## config.mk

```make
export PLATFORM = sky130hd
export DESIGN_NAME = jpeg_coefficient_run_decoder_top_flat
export DESIGN_NICKNAME = d
export VERILOG_FILES = /design/src/jcrd_pkg.sv /design/src/jcrd_channels.sv /design/src/jcrd_in_reg.sv /design/src/jcrd_core.sv /design/src/jpeg_coefficient_run_decoder_top.sv /design/src/flat_wrapper.sv
export VERILOG_INCLUDE_DIRS = /design/src /design/src/src
export SDC_FILE = /design/constraint.sdc
export NUM_CORES = 1
export LEC_CHECK = 0
export ABC_AREA = 1
export ABC_CLOCK_PERIOD_IN_PS = 4980
export BUFFER_PORTS_ARGS = -buffer_cell sky130_fd_sc_hd__buf_2
export CAP_MARGIN = 30
export CORE_MARGIN = 8
export CORE_UTILIZATION = 60
export DETAILED_ROUTE_END_ITERATION = 10
export GPL_ROUTABILITY_DRIVEN = 0
export PLACE_DENSITY = 0.79
export SYNTH_ARGS = -nofsm -noshare
export SYNTH_HDL_FRONTEND = slang
export SYNTH_SLANG_ARGS = --single-unit
```

## constraint.sdc

```tcl
create_clock -name clock -period 4.98 [get_ports clock]
set_input_delay 0.249 -clock clock [delete_from_list [all_inputs] [get_ports clock]]
set_output_delay 0.249 -clock clock [all_outputs]
set_load 0.005 [all_outputs]
```

## src/assert_macros.svh

```systemverilog
// Assertion macros shared by the RTL files.
`ifndef ASSERT_MACROS_SVH
`define ASSERT_MACROS_SVH
`ifndef SYNTHESIS
// Clocked check, switched off while reset is high.
`define ASSERT_RST(label, clk, rst, prop, msg) \
   label: assert property (@(posedge clk) disable iff (rst) prop) else $error(msg);
// Clocked check that also holds through reset.
`define ASSERT_ALWAYS(label, clk, prop, msg) \
   label: assert property (@(posedge clk) prop) else $error(msg);
`else
`define ASSERT_RST(label, clk, rst, prop, msg)
`define ASSERT_ALWAYS(label, clk, prop, msg)
`endif
`endif

```

## src/jcrd_pkg.sv

```systemverilog
// Types, constants and helper functions for the JPEG coefficient run decoder.
package jcrd_pkg;

   localparam logic       MODE_SYMBOL  = 1'b0;
   localparam logic       MODE_RESTART = 1'b1;
   localparam logic [7:0] SYM_EOB      = 8'h00;
   localparam logic [7:0] SYM_ZRL      = 8'hF0;
   localparam logic [3:0] SIZE_MAX     = 4'hF;
   localparam logic [6:0] BLOCK_LEN    = 7'd64;
   localparam logic [6:0] ZRL_SKIP     = 7'd16;
   localparam logic [6:0] LAST_POS     = 7'd63;

   typedef struct packed {
      logic        mode;
      logic [1:0]  component;
      logic [7:0]  symbol;
      logic [14:0] magnitude_bits;
   } req_item_type;

   typedef struct packed {
      logic               write_valid;
      logic [5:0]         coeff_index;
      logic signed [15:0] coeff_value;
      logic               block_done;
   } rsp_item_type;

   // zigzag position -> natural (row-major) position
   localparam logic [5:0] ZZ_TO_NAT [64] = '{
       6'd0,  6'd1,  6'd8,  6'd16, 6'd9,  6'd2,  6'd3,  6'd10,
       6'd17, 6'd24, 6'd32, 6'd25, 6'd18, 6'd11, 6'd4,  6'd5,
       6'd12, 6'd19, 6'd26, 6'd33, 6'd40, 6'd48, 6'd41, 6'd34,
       6'd27, 6'd20, 6'd13, 6'd6,  6'd7,  6'd14, 6'd21, 6'd28,
       6'd35, 6'd42, 6'd49, 6'd56, 6'd57, 6'd50, 6'd43, 6'd36,
       6'd29, 6'd22, 6'd15, 6'd23, 6'd30, 6'd37, 6'd44, 6'd51,
       6'd58, 6'd59, 6'd52, 6'd45, 6'd38, 6'd31, 6'd39, 6'd46,
       6'd53, 6'd60, 6'd61, 6'd54, 6'd47, 6'd55, 6'd62, 6'd63
   };

   // JPEG EXTEND: low 'size' bits as a signed value. Top bit clear means negative,
   // value - (2^size - 1).
   function automatic logic [15:0] extend_bits(input logic [14:0] bits,
                                               input logic [3:0]  size);
      logic [15:0] mask;
      logic [15:0] half;
      logic [15:0] v;
      mask = 16'((17'd1 << size) - 17'd1);
      half = 16'(17'd1 << (size - 4'd1));
      v    = {1'b0, bits} & mask;
      if (size == 4'd0) begin
         return 16'd0;
      end
      if ((v & half) != 16'd0) begin
         return v;
      end
      return v - mask;
   endfunction

endpackage

```

## src/jcrd_channels.sv

```systemverilog
// Valid/ready channel interfaces for symbol requests and coefficient responses.
interface jcrd_req_if;
   logic        valid;
   logic        ready;
   logic        mode;
   logic [1:0]  component;
   logic [7:0]  symbol;
   logic [14:0] magnitude_bits;

   modport source (output valid, output mode, output component, output symbol,
                   output magnitude_bits, input ready);
   modport sink   (input valid, input mode, input component, input symbol,
                   input magnitude_bits, output ready);
endinterface

interface jcrd_rsp_if;
   logic               valid;
   logic               ready;
   logic               write_valid;
   logic [5:0]         coeff_index;
   logic signed [15:0] coeff_value;
   logic               block_done;

   modport source (output valid, output write_valid, output coeff_index,
                   output coeff_value, output block_done, input ready);
   modport sink   (input valid, input write_valid, input coeff_index,
                   input coeff_value, input block_done, output ready);
endinterface

```

## src/jcrd_in_reg.sv

```systemverilog
// Input register stage: captures one symbol transfer per cycle unless the core stalls.
`include "assert_macros.svh"

module jcrd_in_reg (
   input  logic                  clock,
   input  logic                  reset,
   jcrd_req_if.sink              req_chan,
   output logic                  out_valid,
   output jcrd_pkg::req_item_type out_item,
   input  logic                  out_ready
);

   logic                   in_valid_ff;
   logic                   in_valid_in;
   jcrd_pkg::req_item_type in_item_ff;
   logic                   req_take;

   assign req_chan.ready = !in_valid_ff || out_ready;
   assign req_take       = req_chan.valid && req_chan.ready;

   always_comb begin
      in_valid_in = in_valid_ff;
      if (req_take) begin
         in_valid_in = 1'b1;
      end else if (out_ready) begin
         in_valid_in = 1'b0;
      end
   end

   always_ff @(posedge clock) begin
      if (reset) begin
         in_valid_ff <= 1'b0;
      end else begin
         in_valid_ff <= in_valid_in;
      end
   end

   always_ff @(posedge clock) begin
      if (req_take) begin
         in_item_ff.mode           <= req_chan.mode;
         in_item_ff.component      <= req_chan.component;
         in_item_ff.symbol         <= req_chan.symbol;
         in_item_ff.magnitude_bits <= req_chan.magnitude_bits;
      end
   end

   assign out_valid = in_valid_ff;
   assign out_item  = in_item_ff;

   `ASSERT_ALWAYS(a_reset_empties, clock, reset |=> !in_valid_ff, "input stage valid after reset")
   `ASSERT_RST(a_take_fills, clock, reset, req_take |=> in_valid_ff, "accepted symbol lost")
   `ASSERT_RST(a_stall_holds, clock, reset, (in_valid_ff && !out_ready) |=> (in_valid_ff && $stable(in_item_ff)), "stalled symbol changed")

endmodule

```

## src/jcrd_core.sv

```systemverilog
// Decode logic, DC predictors, zigzag position and result register.
`include "assert_macros.svh"

module jcrd_core #(
   parameter int COMP_COUNT = 4
) (
   input  logic                   clock,
   input  logic                   reset,
   input  logic                   in_valid,
   input  jcrd_pkg::req_item_type in_item,
   output logic                   in_ready,
   jcrd_rsp_if.source             rsp_chan
);

   localparam int CIDX_W = (COMP_COUNT > 1) ? $clog2(COMP_COUNT) : 1;
   localparam logic [CIDX_W-1:0] LAST_COMP = CIDX_W'(COMP_COUNT - 1);

   logic [15:0]            dc_pred_ff [COMP_COUNT];
   logic [5:0]             pos_ff;
   logic [5:0]             pos_in;
   logic                   rsp_valid_ff;
   logic                   rsp_valid_in;
   jcrd_pkg::rsp_item_type rsp_item_ff;
   jcrd_pkg::rsp_item_type rsp_item_in;

   logic              advance;
   logic [CIDX_W-1:0] comp_sel;
   logic [3:0]        dc_size;
   logic [15:0]       dc_sum;
   logic [6:0]        k_run;
   logic [6:0]        k_zrl;
   logic              pred_we;
   logic              pred_clear;

   assign in_ready = !rsp_valid_ff || rsp_chan.ready;
   assign advance  = in_valid && in_ready;

   always_comb begin
      if (32'(in_item.component) >= COMP_COUNT) begin
         comp_sel = LAST_COMP;
      end else begin
         comp_sel = CIDX_W'(in_item.component);
      end
      dc_size = (in_item.symbol > 8'(jcrd_pkg::SIZE_MAX)) ? jcrd_pkg::SIZE_MAX
                                                         : in_item.symbol[3:0];
      dc_sum  = dc_pred_ff[comp_sel] + jcrd_pkg::extend_bits(in_item.magnitude_bits, dc_size);
      k_run   = {1'b0, pos_ff} + {3'b000, in_item.symbol[7:4]};
      k_zrl   = {1'b0, pos_ff} + jcrd_pkg::ZRL_SKIP;
   end

   always_comb begin
      rsp_item_in = '0;
      pos_in      = pos_ff;
      pred_we     = 1'b0;
      pred_clear  = 1'b0;
      if (in_item.mode == jcrd_pkg::MODE_RESTART) begin
         pred_clear = 1'b1;
         pos_in     = 6'd0;
      end else if (pos_ff == 6'd0) begin
         // DC term
         pred_we                 = 1'b1;
         rsp_item_in.write_valid = 1'b1;
         rsp_item_in.coeff_value = dc_sum;
         pos_in                  = 6'd1;
      end else if (in_item.symbol == jcrd_pkg::SYM_EOB) begin
         rsp_item_in.block_done = 1'b1;
         pos_in                 = 6'd0;
      end else if (in_item.symbol == jcrd_pkg::SYM_ZRL) begin
         if (k_zrl >= jcrd_pkg::BLOCK_LEN) begin
            rsp_item_in.block_done = 1'b1;
            pos_in                 = 6'd0;
         end else begin
            pos_in = k_zrl[5:0];
         end
      end else if (k_run >= jcrd_pkg::BLOCK_LEN) begin
         // run past the end: block closes with no write
         rsp_item_in.block_done = 1'b1;
         pos_in                 = 6'd0;
      end else begin
         rsp_item_in.write_valid = 1'b1;
         rsp_item_in.coeff_index = jcrd_pkg::ZZ_TO_NAT[k_run[5:0]];
         rsp_item_in.coeff_value = jcrd_pkg::extend_bits(in_item.magnitude_bits,
                                                         in_item.symbol[3:0]);
         if (k_run == jcrd_pkg::LAST_POS) begin
            rsp_item_in.block_done = 1'b1;
            pos_in                 = 6'd0;
         end else begin
            pos_in = 6'(k_run + 7'd1);
         end
      end
   end

   always_comb begin
      rsp_valid_in = rsp_valid_ff;
      if (advance) begin
         rsp_valid_in = 1'b1;
      end else if (rsp_chan.ready) begin
         rsp_valid_in = 1'b0;
      end
   end

   always_ff @(posedge clock) begin
      if (reset) begin
         rsp_valid_ff <= 1'b0;
         pos_ff       <= 6'd0;
         for (int i = 0; i < COMP_COUNT; i++) begin
            dc_pred_ff[i] <= 16'd0;
         end
      end else begin
         rsp_valid_ff <= rsp_valid_in;
         if (advance) begin
            pos_ff <= pos_in;
            if (pred_clear) begin
               for (int i = 0; i < COMP_COUNT; i++) begin
                  dc_pred_ff[i] <= 16'd0;
               end
            end else if (pred_we) begin
               dc_pred_ff[comp_sel] <= dc_sum;
            end
         end
      end
   end

   always_ff @(posedge clock) begin
      if (advance) begin
         rsp_item_ff <= rsp_item_in;
      end
   end

   assign rsp_chan.valid       = rsp_valid_ff;
   assign rsp_chan.write_valid = rsp_item_ff.write_valid;
   assign rsp_chan.coeff_index = rsp_item_ff.coeff_index;
   assign rsp_chan.coeff_value = rsp_item_ff.coeff_value;
   assign rsp_chan.block_done  = rsp_item_ff.block_done;

   `ASSERT_RST(a_dc_at_zero, clock, reset,
      (advance && (in_item.mode == jcrd_pkg::MODE_SYMBOL) && (pos_ff == 6'd0)) |=>
      (rsp_valid_ff && rsp_item_ff.write_valid && (rsp_item_ff.coeff_index == 6'd0)),
      "DC term not written at index zero")
   `ASSERT_RST(a_no_write_zero, clock, reset,
      (rsp_valid_ff && !rsp_item_ff.write_valid) |->
      ((rsp_item_ff.coeff_index == 6'd0) && (rsp_item_ff.coeff_value == 16'sd0)),
      "nonzero payload without write")
   `ASSERT_RST(a_restart_clears, clock, reset,
      (advance && (in_item.mode == jcrd_pkg::MODE_RESTART)) |=>
      ((pos_ff == 6'd0) && (dc_pred_ff[0] == 16'd0) && !rsp_item_ff.write_valid &&
       !rsp_item_ff.block_done),
      "restart did not clear state")

endmodule

```

## src/jpeg_coefficient_run_decoder_top.sv

```systemverilog
// Top level of the JPEG baseline run-length coefficient decoder.
// Path: a req transfer is captured in the input register, then in the result register, before it goes out on rsp.
// Throughput: one symbol per cycle while rsp does not stall; exactly one rsp transfer per req transfer.
// Backpressure: while a result waits on rsp, req takes at most one more symbol, then stalls.
// Reset (synchronous, active high): clears DC predictors, zigzag position and both valids.
// No clearing pass: the block accepts symbols in the first cycle after reset.

module jpeg_coefficient_run_decoder_top #(
   parameter int COMP_COUNT = 4
) (
   input  logic        clock,
   input  logic        reset,
   jcrd_req_if.sink    req_chan,
   jcrd_rsp_if.source  rsp_chan
);

   // Registered symbol handed from the input stage to the decode core.
   logic                   sym_valid;
   logic                   sym_ready;
   jcrd_pkg::req_item_type sym_item;

   // Input stage: one transfer per cycle, stalls only when the core stalls.
   jcrd_in_reg u_in_reg (
      .clock     (clock),
      .reset     (reset),
      .req_chan  (req_chan),
      .out_valid (sym_valid),
      .out_item  (sym_item),
      .out_ready (sym_ready)
   );

   // Decode core: EXTEND, DC prediction, run/ZRL/EOB handling, de-zigzag lookup,
   // and the result register driving rsp.
   jcrd_core #(
      .COMP_COUNT (COMP_COUNT)
   ) u_core (
      .clock    (clock),
      .reset    (reset),
      .in_valid (sym_valid),
      .in_item  (sym_item),
      .in_ready (sym_ready),
      .rsp_chan (rsp_chan)
   );

endmodule

```

## src/flat_wrapper.sv

```systemverilog
// flat-port wrapper written by rule: the top's interface ports become plain ports
module jpeg_coefficient_run_decoder_top_flat 
#(
   parameter int COMP_COUNT = 4
)
  (clock, reset, req_chan_valid, req_chan_mode, req_chan_component, req_chan_symbol, req_chan_magnitude_bits, req_chan_ready, rsp_chan_valid, rsp_chan_write_valid, rsp_chan_coeff_index, rsp_chan_coeff_value, rsp_chan_block_done, rsp_chan_ready);
  jcrd_req_if req_chan_i ();
  jcrd_rsp_if rsp_chan_i ();
  input  logic clock;
  input  logic reset;
  input wire logic [$bits(req_chan_i.valid)-1:0] req_chan_valid;
  input wire logic [$bits(req_chan_i.mode)-1:0] req_chan_mode;
  input wire logic [$bits(req_chan_i.component)-1:0] req_chan_component;
  input wire logic [$bits(req_chan_i.symbol)-1:0] req_chan_symbol;
  input wire logic [$bits(req_chan_i.magnitude_bits)-1:0] req_chan_magnitude_bits;
  output wire logic [$bits(req_chan_i.ready)-1:0] req_chan_ready;
  output wire logic [$bits(rsp_chan_i.valid)-1:0] rsp_chan_valid;
  output wire logic [$bits(rsp_chan_i.write_valid)-1:0] rsp_chan_write_valid;
  output wire logic [$bits(rsp_chan_i.coeff_index)-1:0] rsp_chan_coeff_index;
  output wire logic [$bits(rsp_chan_i.coeff_value)-1:0] rsp_chan_coeff_value;
  output wire logic [$bits(rsp_chan_i.block_done)-1:0] rsp_chan_block_done;
  input wire logic [$bits(rsp_chan_i.ready)-1:0] rsp_chan_ready;
  assign req_chan_i.valid = req_chan_valid;
  assign req_chan_i.mode = req_chan_mode;
  assign req_chan_i.component = req_chan_component;
  assign req_chan_i.symbol = req_chan_symbol;
  assign req_chan_i.magnitude_bits = req_chan_magnitude_bits;
  assign req_chan_ready = req_chan_i.ready;
  assign rsp_chan_valid = rsp_chan_i.valid;
  assign rsp_chan_write_valid = rsp_chan_i.write_valid;
  assign rsp_chan_coeff_index = rsp_chan_i.coeff_index;
  assign rsp_chan_coeff_value = rsp_chan_i.coeff_value;
  assign rsp_chan_block_done = rsp_chan_i.block_done;
  assign rsp_chan_i.ready = rsp_chan_ready;
  jpeg_coefficient_run_decoder_top #(.COMP_COUNT(COMP_COUNT)) u_core (.clock(clock), .reset(reset), .req_chan(req_chan_i), .rsp_chan(rsp_chan_i));
endmodule
```

==> results of run 1 <==
[final cells by class]
cell class                      count  share of cell area, %
Clock buffer                       17                   4.10
Clock inverter                     15                   1.82
Sequential cell                   124                   34.9
Timing Repair Buffer              105                   6.97
Multi-Input combinational cell    860                   45.0
Tap cell                          184                   2.22
Inverter                          136                   4.94
[layer usage]
layer | up-vias | GRT usage, %
met3 | 93 | 6.40
li1 | 4070 | -
met1 | 3932 | 30.4
met4 | 0 | 12.6
met5 | - | 0
met2 | 469 | 43.7
[critical path: cells and delay by family (launching register included)]
family,cells,cell delay [ps]
and+or+nand+nor,17,1890
adders and majority gates,2,600
xor gates and xnor gates,1,500
DFF,1,490
AOI/OAI and AO/OA,3,440
buffers and inverters,3,410
[cells by family (layout without fill, tap and decap cells)]
group | Yosys count | count (layout)
and+or+nand+nor | 578 | 578
AOI/OAI and AO/OA | 208 | 208
buffers and inverters | 173 | 273
DFF | 124 | 124
adders and majority gates | 43 | 43
xor gates and xnor gates | 31 | 31
[worst max-delay path by stage]
stage | slack (ps) | cells after the start | endpoint | startpoint
floorplan | 480 | 28 | u_core.u_core.rsp_chan.coeff_value[10] | u_core.u_in_reg.out_item[20]
global placement | 400 | 26 | u_core.u_core.rsp_chan.coeff_value[12] | u_core.u_in_reg.out_item[16]
detailed placement | 270 | 26 | u_core.u_core.rsp_chan.coeff_value[10] | u_core.u_in_reg.out_item[16]
CTS | 260 | 26 | u_core.u_core.rsp_chan.coeff_value[10] | u_core.u_in_reg.out_item[16]
global route | -3 | 26 | u_core.u_core.rsp_chan.coeff_value[10] | u_core.u_in_reg.out_item[19]
finish | 380 | 26 | u_core.u_core.rsp_chan.coeff_value[11] | u_core.u_in_reg.out_item[20]
[what timing repair did]
action | CTS | global route
gates resized for setup | 0 | 5
hold buffers | 20 | 1
endpoints found under the setup margin | 0 | 26
setup buffers | 0 | 3
endpoints found under the hold margin | 20 | 1
[flip-flops by register name (all words and copies together), names as in the netlist, named ones only]
name / count
u_core.u_core.pos_ff: 6
u_core.u_core.rsp_chan.coeff_index: 6
u_core.u_in_reg.out_item: 26
u_core.u_core.dc_pred_ff: 64
u_core.u_in_reg.out_valid: 1
u_core.u_core.rsp_chan.block_done: 1
u_core.u_core.rsp_chan.coeff_value: 16
u_core.u_core.rsp_chan.valid: 1
u_core.u_core.rsp_chan.write_valid: 1
[through the flow]
step / total power, mW / cell area (um2) / hold slack [ps] / utilization [%] / cells
6_report: 3.38 / 10400 / -5.08 / 71.1 / 1441
5_1_grt: 3.52 / 10400 / 1.42 / 71.1 / 1441
4_1_cts: 3.36 / 10300 / 0.326 / 70.7 / 1437
3_5_place_dp: 2.06 / 9500 / 427 / 65.1 / 1385
3_3_place_gp: 2.05 / 9480 / 427 / 65.0 / 1384
2_1_floorplan: 1.84 / 9000 / 348 / - / 1157
[power by group]
part / total (mW) / switching [mW] / internal [mW]
Combinational: 0.847 / 0.576 / 0.271
Sequential: 1.24 / 0.0296 / 1.21
Clock: 1.29 / 0.498 / 0.796
[placed cells by master (no fill, tap or decap), types with 16 or more instances in the layout]
cell           count
inv_1            126
nand4_1           16
o21ai_1           23
clkbuf_16         17
nand2_1          213
ha_1              41
buf_4             28
edfxtp_1         114
dlygate4sd3_1     21
xor2_1            22
o21ai_0           78
o22ai_1           18
a21oi_1           56
nand3_1           90
buf_2             55
nor2_1           178
==> flow_summary.toml, run 1 <==
[synth]
syn_area_per_cell_um2 = 7.78
synth_area_leaders = "edfxtp_1 38%, nand2_1 8.9%, nor2_1 7.4%, ha_1 5.7%, inv_1 5.3%"
synth_top_area_share_pct = 38.1
synthesis.area_um2 = 9000
synth_top_family_by_area = "simple AND/OR/NAND/NOR gates"
synth.area.mux_share_pct = 0
synth_cells = 1157
ys_top_cells_by_count = "213 x nand2_1, 178 x nor2_1, 126 x inv_1"
synthAdderAreaFrac_pct = 6.15
yosys.area.top_type = "edfxtp_1"
synth.most_common_cell = "nand2_1"
ys_seq_elements = 124
synth_nets = 1230
yosysSeqAreaShare_pct = 40.3
synthSimpleGateAreaFrac_pct = 29.6
ys.flop_type = "edfxtp_1"
synth-compound-area-share_pct = 12.8
synth-edff-count = 114
synth.distinct_cells = 52
synth_xor_area_share_pct = 3.10
yosysWarnings = 0
async_reset_ff_share_pct = 0

[status]
status = "complete, but fails checks"
violations = "hold timing"

[detailed_routing]
wl_met3_um = 2460
top_layer = "met4"
ant_nets = 0
routedWlPerCell_um = 17.6
remaining_drc_errors = 0
viasPerCell = 5.94
dr_wl_met2_um = 12200
drt_iter0_markers = 963
routed_wl_um = 25400
first_pass_iters = 5
dr_total_vias = 8564
m1WireLength_um = 9800

[hold_path]
hold_path_end = "u_core.u_in_reg.out_item[2]"
hp-start = "req_chan_magnitude_bits[2]"
hold_path_depth = 1
min-delay-path-class = "input port to register"

[cells_and_area]
final_layout_size_suffix_gt1_share_pct = 15.4
multiInputGateArea_um2 = 4670
synthToLayoutAreaGrowth_pct = 15.3
n_fill_cell = 1150
regArea_um2 = 3620
fin_nets = 1317
n_antenna_cell = 0

[floorplanning]
initial_utilization_pct = 61.7
die_y_um = 138
dieWidth_um = 138
dieArea_um2 = 19200
rows = 44
core-area_um2 = 14600
ios = 56

[grt]
grt_overflow_total = 0
grtUsageTotal_pct = 26.0
grt_pass1_vias = 8191
antenna_found_initial = 0
grt_pass1_wl_um = 40500
grt_max_degree = 34

[worst_setup_path]
crit_type = "register to register"
worst_ep_arrival_time_ps = 4780
rrSetupSlack_ps = 380
cp_slowest_cell = "xor2_1"
r2r-end = "u_core.u_core.rsp_chan.coeff_value[11]"
path_common_cell = "nand2_1"
cp_slowest_stage_delay_ps = 500
critPathCaptureType = "register"
cp-start-kind = "register"
crit_fanout = 14
worst-endpoint-required_ps = 5160
ff2ff_path_depth = 26
worstReg2RegStart = "u_core.u_in_reg.out_item[20]"

[pwr]
leakage_nw = 4.67
vdd_drop_max_v = 0.000270
powerDensity_nw_per_um2 = 326

[sta]
slew_headroom_pct = 33.2
setup_violations = 0
worst_clock_skew_ps = 9.03
rsz0062_at_grt = "true"
fin_crit_sh_pct = 92.4
fmax_mhz = 217
fin_ws_ps = 378
min_period_ps = 4600
fin_setup_tns_ps = 0
tightest_slew_ps = 998
hold_viol_final = 1
finalMaxSlewViolations = 0
worst_hold_slack_ps = -5.08

[clock_network]
cts_tree = "done"
cts_made_buffers = 17
path_clk_slew_ps = 60
clockBufferDepth = 2
h-tree-depth = 4
clk_latency_ps = 430
clkSinkCount = 124
root_buffer = "clkbuf_16"

[placed_design]
io_buffers = 55
hpwl_um = 18000
place_ws_ps = 271

[job]
maxCapViolCount = 0
No activity file was read; power rests on OpenSTA's default activity.
==> inputs of run 2 (changes only) <==
--- a/config.mk
+++ b/config.mk
@@ -14,6 +14,7 @@
 export CORE_UTILIZATION = 60
 export DETAILED_ROUTE_END_ITERATION = 10
 export GPL_ROUTABILITY_DRIVEN = 0
+export MAX_ROUTING_LAYER = met4
 export PLACE_DENSITY = 0.79
 export SYNTH_ARGS = -nofsm -noshare
 export SYNTH_HDL_FRONTEND = slang
==> flow_summary.toml, run 2 (synthesized netlist as in run 1, its figures left out) <==
[worst_setup_path]
rrSetupSlack_ps = 340
cp_num_buf_inv = 3
cp_slowest_cell = "xor2_1"
worst-endpoint-required_ps = 5160
critical_path_cell_count = 26
ff2ff_path_depth = 26
worst_ep_arrival_time_ps = 4820
path_common_cell = "nand2_1"
cp-start-kind = "register"
critPathCaptureType = "register"
cp_slowest_stage_delay_ps = 510
critical_path.top_delay_family = "simple AND/OR/NAND/NOR gates"
crit_type = "register to register"
crit_fanout = 14

[clock_network]
h-tree-depth = 4
path_clk_slew_ps = 60
cts_tree = "done"
root_buffer = "clkbuf_16"
clk_latency_ps = 430
clkSinkCount = 124
clockBufferDepth = 2
cts_made_buffers = 17

[sta]
fin_crit_sh_pct = 93.3
slew_headroom_pct = 33.7
hold_viol_final = 1
worst_hold_slack_ps = -4.32
min_period_ps = 4640
fmax_mhz = 215
fin_setup_tns_ps = 0
rsz0062_at_grt = "true"
worst_clock_skew_ps = 8.79
setup_violations = 0
tightest_slew_ps = 990
fin_ws_ps = 335
finalMaxSlewViolations = 0

[floorplanning]
dieArea_um2 = 19200
initial_utilization_pct = 61.7
core-area_um2 = 14600
ios = 56
rows = 44
dieWidth_um = 138
die_y_um = 138

[cells_and_area]
final_util_pct = 71.1
layout_commonest_cell = "nand2_1"
synthToLayoutAreaGrowth_pct = 15.3
top_register = "u_core.u_core.dc_pred_ff"
largest_reg_flops = 64
mostFrequentLayoutCells = "213 x nand2_1, 178 x nor2_1, 126 x inv_1"
final_layout_size_suffix_gt1_share_pct = 15.4
fin_nets = 1317
n_antenna_cell = 0

[detailed_routing]
dr_total_vias = 8582
drt_iter0_markers = 941
ant_nets = 0
routed_wl_um = 25500
remaining_drc_errors = 0
routedWlPerCell_um = 17.7
viasPerCell = 5.96
first_pass_iters = 8

[pwr]
total_power_mw = 3.39
leakage_nw = 4.67
powerDensity_nw_per_um2 = 326
vdd_drop_max_v = 0.000271

[placed_design]
hpwl_um = 18000
io_buffers = 55
place_ws_ps = 271

[status]
status = "complete, but fails checks"
violations = "hold timing"

[hold_path]
hold_path_depth = 1
min-delay-path-class = "input port to register"

[grt]
grt_max_degree = 34
grt_pass1_vias = 8186
antenna_found_initial = 0
grt_overflow_total = 0
grtUsageTotal_pct = 26.7
grt_pass1_wl_um = 40400

[job]
maxCapViolCount = 0
## run 2: final cells by class
| class | count | area, um2 |
|---|---|---|
| clock buffer | 17 | 425 |
| multi-input combinational | 860 | 4670 |
| sequential | 124 | 3620 |
| inverter | 136 | 513 |
| timing repair buffer | 105 | 723 |
| fill | 1150 | 4210 |
| clock inverter | 15 | 189 |
| tap | 184 | 230 |
## run 2: per-stage QoR
stage	cell area, um2	cells
after floorplan	9000	1157
after global placement	9480	1384
after detailed placement	9500	1385
after CTS	10300	1437
after global routing	10400	1441
final	10400	1441
## run 2: per-layer routing
metal	global-route usage, %	part of all wire (%)	vias to the layer above
met5	-	0	-
met4	12.6	3.9	0
met3	6.06	9.5	96
met2	43.8	48	468
met1	30.6	39	3947
li1	-	-	4071
## run 2: worst paths after layout
| path | from | to |
|---|---|---|
| worst max-delay path | u_core.u_in_reg.out_item[20] | u_core.u_core.rsp_chan.coeff_value[11] |
| worst min-delay path | req_chan_magnitude_bits[2] | u_core.u_in_reg.out_item[2] |
| worst max register to register | u_core.u_in_reg.out_item[20] | u_core.u_core.rsp_chan.coeff_value[11] |
| worst min register to register | u_core.u_core.rsp_chan.valid | u_core.u_core.rsp_chan.valid |
## run 2: timing repair
item	CTS	global route
endpoints found under the hold margin	20	1
hold buffers	20	1
setup endpoints to repair	0	26
setup buffers	0	3
resized for setup	0	5
## run 2: power by group
group	internal (mW)	switching (mW)
registers	1.21	0.0296
clock network	0.796	0.498
logic	0.271	0.578
total	2.28	1.11
==> inputs of run 3 (changes only) <==
--- a/config.mk
+++ b/config.mk
@@ -16,6 +16,7 @@
 export GPL_ROUTABILITY_DRIVEN = 0
 export MAX_ROUTING_LAYER = met4
 export PLACE_DENSITY = 0.79
+export RECOVER_POWER = 100
 export SYNTH_ARGS = -nofsm -noshare
 export SYNTH_HDL_FRONTEND = slang
 export SYNTH_SLANG_ARGS = --single-unit
==> flow_summary.toml, run 3 (synthesized netlist as in run 1, its figures left out) <==
[status]
status = "complete, but fails checks"
violations = "hold timing, capacitance limit, slew limit"

[cells_and_area]
n_fill_cell = 1173
layout_commonest_cell = "nand2_1"
largest_reg_flops = 64
final_layout_size_suffix_gt1_share_pct = 12.9
top_register = "u_core.u_core.dc_pred_ff"
mostFrequentLayoutCells = "213 x nand2_1, 178 x nor2_1, 126 x inv_1"
synthToLayoutAreaGrowth_pct = 14.5
n_antenna_cell = 0
regArea_um2 = 3620
fin_nets = 1317
multiInputGateArea_um2 = 4670

[sta]
fin_crit_sh_pct = 93.5
setup_violations = 0
tightest_slew_ps = 1740
fin_setup_tns_ps = 0
worst_clock_skew_ps = 8.92
hold_viol_final = 1
worst_hold_slack_ps = -2.28
finalMaxSlewViolations = 31
min_period_ps = 4660
slew_headroom_pct = -15.9
fin_ws_ps = 322
rsz0062_at_grt = "true"
fmax_mhz = 215

[clock_network]
cts_tree = "done"
root_buffer = "clkbuf_16"
clkSinkCount = 124
cts_made_buffers = 17
clk_latency_ps = 430
clockBufferDepth = 2
path_clk_slew_ps = 60
h-tree-depth = 4

[worst_setup_path]
worst-endpoint-required_ps = 5160
crit_type = "register to register"
critPathCaptureType = "register"
crit_fanout = 14
worstReg2RegStart = "u_core.u_in_reg.out_item[20]"
worst_ep_arrival_time_ps = 4830
cp-startpoint = "u_core.u_in_reg.out_item[20]"
cp-start-kind = "register"

[detailed_routing]
remaining_drc_errors = 0
dr_total_vias = 8546
routed_wl_um = 25400
viasPerCell = 5.93
drt_iter0_markers = 1020
routedWlPerCell_um = 17.6
first_pass_iters = 6
ant_nets = 0

[floorplanning]
die_y_um = 138
dieWidth_um = 138
dieArea_um2 = 19200
core-area_um2 = 14600
ios = 56
initial_utilization_pct = 61.7
rows = 44

[hold_path]
hp-start = "req_chan_magnitude_bits[2]"
min-delay-path-class = "input port to register"

[grt]
grt_max_degree = 34
grt_overflow_total = 0
antenna_found_initial = 0
grt_pass1_vias = 8186
grtUsageTotal_pct = 26.7
grt_pass1_wl_um = 40400

[job]
maxCapViolCount = 1

[placed_design]
hpwl_um = 18000
io_buffers = 55
place_ws_ps = 271

[pwr]
leakage_nw = 4.56
vdd_drop_max_v = 0.000270
powerDensity_nw_per_um2 = 328
## run 3: changes by cell type in the layout (fill, tap and decap cells not counted)
cell,before,now
buf_2,55,29
buf_16,1,0
clkbuf_1,0,31
buf_4,28,24
## run 3: through the flow
step / hold WS (ps) / power, mW / util (%) / instance area (um2) / instances
6_report: -2.28 / 3.38 / 70.6 / 10300 / 1441
5_1_grt: 3.40 / 3.51 / 70.6 / 10300 / 1441
4_1_cts: 0.326 / 3.36 / 70.7 / 10300 / 1437
3_5_place_dp: 427 / 2.06 / 65.1 / 9500 / 1385
3_3_place_gp: 427 / 2.05 / 65.0 / 9480 / 1384
2_1_floorplan: 348 / 1.84 / - / 9000 / 1157
## run 3: cell type report
cell class                      count  share of cell area [%]
Multi-Input combinational cell    860                    45.3
Sequential cell                   124                    35.2
Timing Repair Buffer              105                    6.33
Inverter                          136                    4.98
Clock buffer                       17                    4.13
Tap cell                          184                    2.23
Clock inverter                     15                    1.83
## run 3: power breakdown
| group | internal (mW) | leakage, nW | switching [mW] |
|---|---|---|---|
| combinational | 0.263 | 3.03 | 0.576 |
| sequential | 1.22 | 1.24 | 0.0301 |
| clock | 0.796 | 0.297 | 0.497 |
## run 3: worst max-delay path: stages, from the launching register on
cell and delay, ps:
edfxtp_1 490, nor2_4 160, nand2_4 160, nor2_4 140, inv_1 60, ha_1 220
inv_1 160, nor2_8 70, nand4_1 70, nand2_1 110, nand3_2 90, nand2_2 60
nor2_4 120, nand2_1 90, nor2_4 180, buf_4 190, nand2_1 90, o21ai_0 210
a21oi_1 100, ha_1 380, nand2_1 70, nor2_1 140, nand3_1 100, o2111ai_1 170
xor2_1 500, or2_2 200, nand2_1 50
## run 3: per-layer routing
layer / routed length (um) / track usage [%]
met4: 985 / 12.6
met2: 12200 / 43.8
met5: 0 / -
met3: 2320 / 6.06
met1: 9920 / 30.6
## run 3: timing repair
item	4_1_cts	5_1_grt
gates resized for setup	0	5
hold buffers	20	1
hold endpoints to repair	20	1
buffers inserted	0	3
endpoints found under the setup margin	0	26
## run 3: worst paths after layout
kind | to | slack [ps] | cells past startpoint
max reg2reg | u_core.u_core.rsp_chan.coeff_value[11] | 320 | 26
max | u_core.u_core.rsp_chan.coeff_value[11] | 320 | 26
min reg2reg | u_core.u_core.rsp_chan.valid | 520 | 2
min | u_core.u_in_reg.out_item[2] | -2 | 1
